[src/rtl/rgbpk_pkg.sv]
// rgbpk_pkg: shared types, constants and the color placement function
// for the rgb888 direct color pixel packer; no dependencies
package rgbpk_pkg;

    localparam int BYTE_BITS  = 8;
    localparam int WORD_BITS  = 32;
    localparam int OFFSET_W   = 28;
    localparam int COORD_W    = 12;
    localparam int BPP_W      = 3;
    localparam int PITCH_W    = 16;
    localparam int CUT_W      = 4;
    localparam int POS_W      = 5;
    localparam int CFG_IDX_W  = 3;
    localparam int CFG_DATA_W = 16;
    localparam int MAX_BPP    = 4;

    // screen limits, 16-bit values
    localparam logic [15:0] MAX_WIDTH  = 16'd4096;
    localparam logic [15:0] MAX_HEIGHT = 16'd4096;

    // register indexes on the configuration port
    localparam logic [CFG_IDX_W-1:0] REG_BYTES_PER_PIXEL = 3'd0;
    localparam logic [CFG_IDX_W-1:0] REG_LINE_PITCH      = 3'd1;
    localparam logic [CFG_IDX_W-1:0] REG_RED_CUT         = 3'd2;
    localparam logic [CFG_IDX_W-1:0] REG_RED_LSB         = 3'd3;
    localparam logic [CFG_IDX_W-1:0] REG_GREEN_CUT       = 3'd4;
    localparam logic [CFG_IDX_W-1:0] REG_GREEN_LSB       = 3'd5;
    localparam logic [CFG_IDX_W-1:0] REG_BLUE_CUT        = 3'd6;
    localparam logic [CFG_IDX_W-1:0] REG_BLUE_LSB        = 3'd7;

    typedef struct packed {
        logic [BPP_W-1:0]   bytes_per_pixel;
        logic [PITCH_W-1:0] line_pitch;
        logic [CUT_W-1:0]   red_cut;
        logic [POS_W-1:0]   red_lsb;
        logic [CUT_W-1:0]   green_cut;
        logic [POS_W-1:0]   green_lsb;
        logic [CUT_W-1:0]   blue_cut;
        logic [POS_W-1:0]   blue_lsb;
    } cfg_t;

    typedef struct packed {
        logic [COORD_W-1:0] pixel_column;
        logic [COORD_W-1:0] pixel_row;
        logic [7:0]         red_in;
        logic [7:0]         green_in;
        logic [7:0]         blue_in;
    } pix_t;

    // one packed pixel handed to the byte emitter
    typedef struct packed {
        logic                 load;
        logic [WORD_BITS-1:0] word;
        logic [OFFSET_W-1:0]  base;
        logic [BPP_W-1:0]     nbytes;
    } packed_t;

    function automatic logic [WORD_BITS-1:0] place_component(
        input logic [7:0]       comp,
        input logic [CUT_W-1:0] cut,
        input logic [POS_W-1:0] pos
    );
        logic [7:0] v;
        begin
            v = comp >> cut;
            place_component = {{(WORD_BITS-8){1'b0}}, v} << pos;
        end
    endfunction

endpackage

[src/rtl/rgbpk_cfg_regs.sv]
// rgbpk_cfg_regs: configuration register file written over the cfg channel
// depends on rgbpk_pkg
module rgbpk_cfg_regs (
    input  logic                                clk,
    input  logic                                rst_n,
    input  logic                                wr_en,
    input  logic [rgbpk_pkg::CFG_IDX_W-1:0]     wr_index,
    input  logic [rgbpk_pkg::CFG_DATA_W-1:0]    wr_data,
    output rgbpk_pkg::cfg_t                     cfg
);

    rgbpk_pkg::cfg_t cfg_reg;
    rgbpk_pkg::cfg_t cfg_next;

    always_comb
    begin
        cfg_next = cfg_reg;
        if (wr_en)
        begin
            unique case (wr_index)
                rgbpk_pkg::REG_BYTES_PER_PIXEL:
                    cfg_next.bytes_per_pixel = wr_data[rgbpk_pkg::BPP_W-1:0];
                rgbpk_pkg::REG_LINE_PITCH:
                    cfg_next.line_pitch = wr_data[rgbpk_pkg::PITCH_W-1:0];
                rgbpk_pkg::REG_RED_CUT:
                    cfg_next.red_cut = wr_data[rgbpk_pkg::CUT_W-1:0];
                rgbpk_pkg::REG_RED_LSB:
                    cfg_next.red_lsb = wr_data[rgbpk_pkg::POS_W-1:0];
                rgbpk_pkg::REG_GREEN_CUT:
                    cfg_next.green_cut = wr_data[rgbpk_pkg::CUT_W-1:0];
                rgbpk_pkg::REG_GREEN_LSB:
                    cfg_next.green_lsb = wr_data[rgbpk_pkg::POS_W-1:0];
                rgbpk_pkg::REG_BLUE_CUT:
                    cfg_next.blue_cut = wr_data[rgbpk_pkg::CUT_W-1:0];
                rgbpk_pkg::REG_BLUE_LSB:
                    cfg_next.blue_lsb = wr_data[rgbpk_pkg::POS_W-1:0];
                default:
                    cfg_next = cfg_reg;
            endcase
        end
    end

    always_ff @(posedge clk or negedge rst_n)
    begin
        if (!rst_n)
        begin
            cfg_reg.bytes_per_pixel <= 3'd4;
            cfg_reg.line_pitch      <= 16'd4096;
            cfg_reg.red_cut         <= 4'd0;
            cfg_reg.red_lsb         <= 5'd16;
            cfg_reg.green_cut       <= 4'd0;
            cfg_reg.green_lsb       <= 5'd8;
            cfg_reg.blue_cut        <= 4'd0;
            cfg_reg.blue_lsb        <= 5'd0;
        end
        else
        begin
            cfg_reg <= cfg_next;
        end
    end

    assign cfg = cfg_reg;

endmodule

[src/rtl/rgbpk_pack.sv]
// rgbpk_pack: input register and the packing logic (color word, base offset)
// depends on rgbpk_pkg
module rgbpk_pack #(
    parameter logic [15:0] MAX_WIDTH  = rgbpk_pkg::MAX_WIDTH,
    parameter logic [15:0] MAX_HEIGHT = rgbpk_pkg::MAX_HEIGHT
) (
    input  logic                clk,
    input  logic                rst_n,
    input  logic                accept,
    input  rgbpk_pkg::pix_t     pix,
    input  rgbpk_pkg::cfg_t     cfg,
    input  logic                take,
    output logic                full,
    output rgbpk_pkg::packed_t  pk
);

    localparam int COL_OFF_W = rgbpk_pkg::COORD_W + rgbpk_pkg::BPP_W;

    logic                                  valid_reg;
    logic                                  valid_next;
    rgbpk_pkg::pix_t                       pix_reg;
    logic [rgbpk_pkg::BPP_W-1:0]           bpp_eff;
    logic                                  on_screen;
    logic [rgbpk_pkg::OFFSET_W-1:0]        row_off;
    logic [COL_OFF_W-1:0]                  col_off;

    always_comb
    begin
        valid_next = valid_reg;
        if (accept)
            valid_next = 1'b1;
        else if (take)
            valid_next = 1'b0;
    end

    always_ff @(posedge clk or negedge rst_n)
    begin
        if (!rst_n)
            valid_reg <= 1'b0;
        else
            valid_reg <= valid_next;
    end

    always_ff @(posedge clk)
    begin
        if (accept)
            pix_reg <= pix;
    end

    // byte counts above four behave as four
    assign bpp_eff = (cfg.bytes_per_pixel > rgbpk_pkg::BPP_W'(rgbpk_pkg::MAX_BPP))
                   ? rgbpk_pkg::BPP_W'(rgbpk_pkg::MAX_BPP) : cfg.bytes_per_pixel;

    assign on_screen = ({4'd0, pix_reg.pixel_column} < MAX_WIDTH)
                    && ({4'd0, pix_reg.pixel_row} < MAX_HEIGHT);

    assign row_off = rgbpk_pkg::OFFSET_W'(pix_reg.pixel_row)
                   * rgbpk_pkg::OFFSET_W'(cfg.line_pitch);
    assign col_off = COL_OFF_W'(pix_reg.pixel_column) * COL_OFF_W'(bpp_eff);

    always_comb
    begin
        pk.load   = valid_reg && on_screen && (bpp_eff != '0);
        pk.word   = rgbpk_pkg::place_component(pix_reg.red_in, cfg.red_cut, cfg.red_lsb)
                  | rgbpk_pkg::place_component(pix_reg.green_in, cfg.green_cut,
                                               cfg.green_lsb)
                  | rgbpk_pkg::place_component(pix_reg.blue_in, cfg.blue_cut,
                                               cfg.blue_lsb);
        pk.base   = row_off + rgbpk_pkg::OFFSET_W'(col_off);
        pk.nbytes = bpp_eff;
    end

    assign full = valid_reg;

endmodule

[src/rtl/rgbpk_emit.sv]
// rgbpk_emit: result register that sends one packed word out a byte per cycle
// depends on rgbpk_pkg
module rgbpk_emit (
    input  logic                                clk,
    input  logic                                rst_n,
    input  rgbpk_pkg::packed_t                  pk,
    input  logic                                pk_valid,
    output logic                                take,
    output logic                                strobe,
    output logic [rgbpk_pkg::OFFSET_W-1:0]      byte_offset,
    output logic [7:0]                          byte_value,
    output logic                                last_byte
);

    logic                                  valid_reg;
    logic                                  valid_next;
    logic [rgbpk_pkg::WORD_BITS-1:0]       word_reg;
    logic [rgbpk_pkg::WORD_BITS-1:0]       word_next;
    logic [rgbpk_pkg::OFFSET_W-1:0]        off_reg;
    logic [rgbpk_pkg::OFFSET_W-1:0]        off_next;
    logic [rgbpk_pkg::BPP_W-1:0]           rem_reg;
    logic [rgbpk_pkg::BPP_W-1:0]           rem_next;
    logic                                  last;
    logic                                  load;

    assign last = valid_reg && (rem_reg == rgbpk_pkg::BPP_W'(1));
    // free for a new word once the current one shows its final byte
    assign take = !valid_reg || last;
    assign load = take && pk_valid && pk.load;

    always_comb
    begin
        valid_next = valid_reg;
        word_next  = word_reg;
        off_next   = off_reg;
        rem_next   = rem_reg;
        if (load)
        begin
            valid_next = 1'b1;
            word_next  = pk.word;
            off_next   = pk.base;
            rem_next   = pk.nbytes;
        end
        else if (last)
        begin
            valid_next = 1'b0;
        end
        else if (valid_reg)
        begin
            word_next = word_reg >> rgbpk_pkg::BYTE_BITS;
            off_next  = off_reg + rgbpk_pkg::OFFSET_W'(1);
            rem_next  = rem_reg - rgbpk_pkg::BPP_W'(1);
        end
    end

    always_ff @(posedge clk or negedge rst_n)
    begin
        if (!rst_n)
        begin
            valid_reg <= 1'b0;
            rem_reg   <= '0;
        end
        else
        begin
            valid_reg <= valid_next;
            rem_reg   <= rem_next;
        end
    end

    always_ff @(posedge clk)
    begin
        word_reg <= word_next;
        off_reg  <= off_next;
    end

    assign strobe      = valid_reg;
    assign byte_offset = off_reg;
    assign byte_value  = word_reg[7:0];
    assign last_byte   = last;

endmodule

[src/rtl/rgb888_direct_color_pixel_packer_core.sv]
// rgb888_direct_color_pixel_packer_core: top level of the pixel packer
// depends on rgbpk_pkg, rgbpk_cfg_regs, rgbpk_pack, rgbpk_emit
//
// channel   direction  handshake               word
// pixel     in         start, busy             pixel_column, pixel_row, red/green/blue_in
// config    in         cfg_valid, cfg_ready    cfg_index, cfg_data
// bytes     out        strobe (no back-press)  byte_offset, byte_value, last_byte
//
// a pixel goes input register -> packing logic -> byte emitter; the emitter loads the
// packed word from the input register once it is free, and the word then holds the
// emitter until all bytes_per_pixel bytes (one to four) are sent.
// busy rises while a pixel waits in the input register behind a word still
// being sent; off-screen pixels and zero bytes per pixel give no bytes.
// reset clears both stages and loads the register defaults; cfg_ready is
// always high.
module rgb888_direct_color_pixel_packer_core #(
    parameter logic [15:0] MAX_WIDTH  = rgbpk_pkg::MAX_WIDTH,
    parameter logic [15:0] MAX_HEIGHT = rgbpk_pkg::MAX_HEIGHT
) (
    input  logic                                clk,
    input  logic                                rst_n,
    input  logic                                start,
    output logic                                busy,
    input  logic [rgbpk_pkg::COORD_W-1:0]       pixel_column,
    input  logic [rgbpk_pkg::COORD_W-1:0]       pixel_row,
    input  logic [7:0]                          red_in,
    input  logic [7:0]                          green_in,
    input  logic [7:0]                          blue_in,
    input  logic                                cfg_valid,
    output logic                                cfg_ready,
    input  logic [rgbpk_pkg::CFG_IDX_W-1:0]     cfg_index,
    input  logic [rgbpk_pkg::CFG_DATA_W-1:0]    cfg_data,
    output logic                                strobe,
    output logic [rgbpk_pkg::OFFSET_W-1:0]      byte_offset,
    output logic [7:0]                          byte_value,
    output logic                                last_byte
);

    rgbpk_pkg::cfg_t    cfg;
    rgbpk_pkg::pix_t    pix;
    rgbpk_pkg::packed_t pk;
    logic               full;
    logic               take;
    logic               accept;

    assign cfg_ready = 1'b1;
    assign busy      = full && !take;
    assign accept    = start && !busy;

    assign pix.pixel_column = pixel_column;
    assign pix.pixel_row    = pixel_row;
    assign pix.red_in       = red_in;
    assign pix.green_in     = green_in;
    assign pix.blue_in      = blue_in;

    rgbpk_cfg_regs u_cfg (
        .clk      (clk),
        .rst_n    (rst_n),
        .wr_en    (cfg_valid && cfg_ready),
        .wr_index (cfg_index),
        .wr_data  (cfg_data),
        .cfg      (cfg)
    );

    rgbpk_pack #(
        .MAX_WIDTH  (MAX_WIDTH),
        .MAX_HEIGHT (MAX_HEIGHT)
    ) u_pack (
        .clk    (clk),
        .rst_n  (rst_n),
        .accept (accept),
        .pix    (pix),
        .cfg    (cfg),
        .take   (take),
        .full   (full),
        .pk     (pk)
    );

    rgbpk_emit u_emit (
        .clk         (clk),
        .rst_n       (rst_n),
        .pk          (pk),
        .pk_valid    (full),
        .take        (take),
        .strobe      (strobe),
        .byte_offset (byte_offset),
        .byte_value  (byte_value),
        .last_byte   (last_byte)
    );

endmodule

[config.mk]
export PLATFORM = sky130hd
export DESIGN_NAME = rgb888_direct_color_pixel_packer_core
export DESIGN_NICKNAME = d
export VERILOG_FILES = /design/src/rtl/rgbpk_pkg.sv /design/src/rtl/rgbpk_cfg_regs.sv /design/src/rtl/rgbpk_pack.sv /design/src/rtl/rgbpk_emit.sv /design/src/rtl/rgb888_direct_color_pixel_packer_core.sv
export SDC_FILE = /design/constraint.sdc
export NUM_CORES = 1
export LEC_CHECK = 0
export ABC_AREA = 1
export BUFFER_PORTS_ARGS = -buffer_cell sky130_fd_sc_hd__buf_4
export CORE_MARGIN = 2
export CORE_UTILIZATION = 45
export CTS_BUF_LIST = sky130_fd_sc_hd__clkbuf_8
export DETAILED_ROUTE_END_ITERATION = 10
export MAX_ROUTING_LAYER = met4
export PLACE_DENSITY_LB_ADDON = 0.15
export SLEW_MARGIN = 5
export SYNTH_ARGS = -nofsm -noshare
export SYNTH_HDL_FRONTEND = slang
export SYNTH_HIERARCHICAL = 1
export SYNTH_SLANG_ARGS = --single-unit
[constraint.sdc]
create_clock -name clk -period 8 [get_ports clk]
set_input_delay 0.8 -clock clk [delete_from_list [all_inputs] [get_ports clk]]
set_output_delay 0.8 -clock clk [all_outputs]
set_load 0.05 [all_outputs]
==> run_results.csv <==
group,metric,value,unit
cts,clk-insertion-delay-late,0.57,ns
cts,cts_tree,"done",
synth,synth_flop_cell,"edfxtp_1",
cts,clockBufferDepth,2,
routing,via_count,15800,
worst_setup_path,reg2reg_slack,1.77,ns
synth,synthDistinctLibCells,48,
place,dp.cells,2942,
synth,synth_edf_count,108,
worst_setup_path,cp_top_family,"adder cells",
die,die_w,203,um
cells_and_area,multiInputGateArea,0.0113,sq mm
timing,worstMarginPinSlew,1.09,ns
global_route,gr-usage-met1,36.1,%
timing,hold_viol_final,0,
cts,htreeDepth,4,
synth,seq_area_frac_synth,25.3,%
routing,drt-initial-drc-count,1371,
timing,rsz0062_at_grt,"false",
synth,synth-seq-cells,159,
worst_setup_path,cp-startpoint,"u_cfg/cfg[45]",
synth,async_flop_share,32.1,%
timing,setup_tns,0,ns
worst_setup_path,crit_type,"flip-flop to flip-flop",
routing,drc,0,
worst_setup_path,worst-path-buf-inv,7,
cts,clkSlewWorstSetupHoldPaths,0.09,ns
die,core_area,0.0395,sq mm
timing,fmax,160,MHz
cts,cts_resized,0,
place,gp_congestion,0.932,
routing,vias_per_cell,5.31,
cells_and_area,syn2layout_area_growth,8.19,%
worst_setup_path,cp_num_cells,26,
synth,avgSynthCellArea,7.42,sq um
cells_and_area,diodes,0,
global_route,grtUsageTotal,27.8,%
die,ios,111,
die,die_height,203,um
synth,synth_nets,2752,
die,initial_utilization,45.3,%
timing,finalSetupViolCount,0,
global_route,top_usage_layer,"met2",
worst_setup_path,reg2reg_depth,26,
cts,postCtsHoldBufs,0,
synth,syn_inst,2412,
status,status,"finished, final reports clean",
timing,fin_ws,1.77,ns
cells_and_area,seq_area,0.00452,sq mm
cells_and_area,fin_cells,2974,
routing,antenna_left,0,
worst_setup_path,critPathMaxStageDelay,0.71,ns
timing,final.setup_skew,0.0267,ns
synth,synth_area,0.0179,sq mm
global_route,grt_pass1_vias,15700,
worst_setup_path,worstPathArrival,6.66,ns
worst_hold_path,hold_class,"primary input to async pin",
cells_and_area,finish.net_count,2776,
timing,report.final.slew_viol_count,0,
worst_setup_path,worstPathRequired,8.42,ns
global_route,gr-usage-met3,4.47,%
cts,cts_root_buffer,"clkbuf_8",
global_route,grt_max_degree,63,
worst_setup_path,cp_max_fo,16,
worst_setup_path,startpoint_type,"flip-flop",
job,cap_violations,0,
timing,post-route-min-period,6.23,ns
timing,fin_crit_sh,77.9,%
place,pre_cts_slack,1.75,ns
die,fp-row-count,73,
synth,yosysWarnings,6,
worst_setup_path,timing.rr.start,"u_cfg/cfg[45]",
routing,routedWlPerCell,17.8,um
global_route,grt_pass1_wl,85900,um
place,numPortBuffers,109,
global_route,overflow,0,
routing,dr.pass1.iters,8,
cells_and_area,drive_gt1_share,8.66,%
cts,post-cts-setup-buffers,0,
routing,wl,53000,um
global_route,antenna_found_initial,0,
timing,relSlewSlack,27.3,%
cells_and_area,largest_reg_flops,48,
place,hpwlAfterDp,41500,um
cts,cts_sinks,159,
cells_and_area,fillCellCount,4017,
global_route,met2_usage,45.2,%
worst_setup_path,worstSetupEndpointType,"flip-flop",
die,dieArea,0.0414,sq mm
cells_and_area,postLayoutCoreUtil,49.1,%
worst_setup_path,slowest_stage,"dfstp_2",
cts,numCtsBuffers,17,
[routing by layer]
layer	vias up	wire length, um
li1	7584	-
met1	7657	23500
met2	502	25600
met3	59	2800
met4	0	1090
met5	-	0
[layout make-up]
| class | count | share of cell area (%) |
|---|---|---|
| multi-input cells | 1725 | 58.3 |
| clock inverters | 15 | 1.05 |
| well taps | 525 | 3.39 |
| inverters | 417 | 8.14 |
| clock buffers | 17 | 1.21 |
| flip-flops and latches | 159 | 23.4 |
| repair buffers | 116 | 4.50 |
[synth_stat cells (14+ instances only)]
library cell  count  area, sq um
o21ai_0          25          125
buf_4            14          105
clkbuf_1         60          225
xor2_1           22          193
nand2_1         769         2890
nor2_2           14         87.6
dfrtp_1          47         1180
nor2_1          117          439
nand3_1         326         1630
inv_1           399         1500
nand4_1          58          363
ha_1             95         1190
o21ai_1          15         75.1
buf_2            27          135
a21oi_1          32          160
fa_1            174         3480
edfxtp_1        108         3240
[final timing paths]
check | to
min in group clk | u_pack/pix_reg[30]
hold reg to reg | u_cfg/cfg[43]
hold / removal | u_cfg/cfg[5]
setup / recovery | u_emit/byte_offset[15]
max in group asynchronous | u_cfg/cfg[44]
setup reg to reg | u_emit/byte_offset[15]
[through the flow]
step,hold slack [ns],instance area [sq um]
floorplan,0.437,17900
global placement,0.491,18900
detailed placement,0.481,18900
CTS,0.284,19400
global route,0.319,19400
finish,0.297,19400
[worst register-to-register path, delay by kind of cell, from the launching register on]
| kind | cells | cell delay (ns) |
|---|---|---|
| xor gates and xnor gates | 1 | 0.22 |
| and+or+nand+nor | 8 | 0.64 |
| adders and majority gates | 7 | 3.38 |
| AOI/OAI and AO/OA | 3 | 0.58 |
| buffers and inverters | 7 | 0.60 |
| DFF | 1 | 0.71 |
[placed cells by master, fill, tap and decap left out, types with 10 or more instances in the layout]
master / n
o21ai_1: 15
o21ai_0: 25
nor2_1: 117
fa_1: 174
xor2_1: 22
nand4_1: 58
buf_4: 116
a21oi_1: 32
nand3_1: 326
dfrtp_1: 47
clkbuf_8: 17
nand3_2: 10
edfxtp_1: 108
inv_2: 10
inv_1: 399
ha_1: 95
nor2_2: 14
xnor2_1: 10
nand2_1: 768
[cells by family after synthesis]
| kind of cell | synth area share [%] |
|---|---|
| and+or+nand+nor | 32.1 |
| xor gates and xnor gates | 1.57 |
| AOI/OAI and AO/OA | 3.24 |
| adders and majority gates | 26.1 |
| DFF | 25.3 |
| buffers and inverters | 11.7 |
| other | 0.0210 |
Power is not shown: default switching activity piles up to over one toggle a cycle in this logic, so the estimate is an artifact.
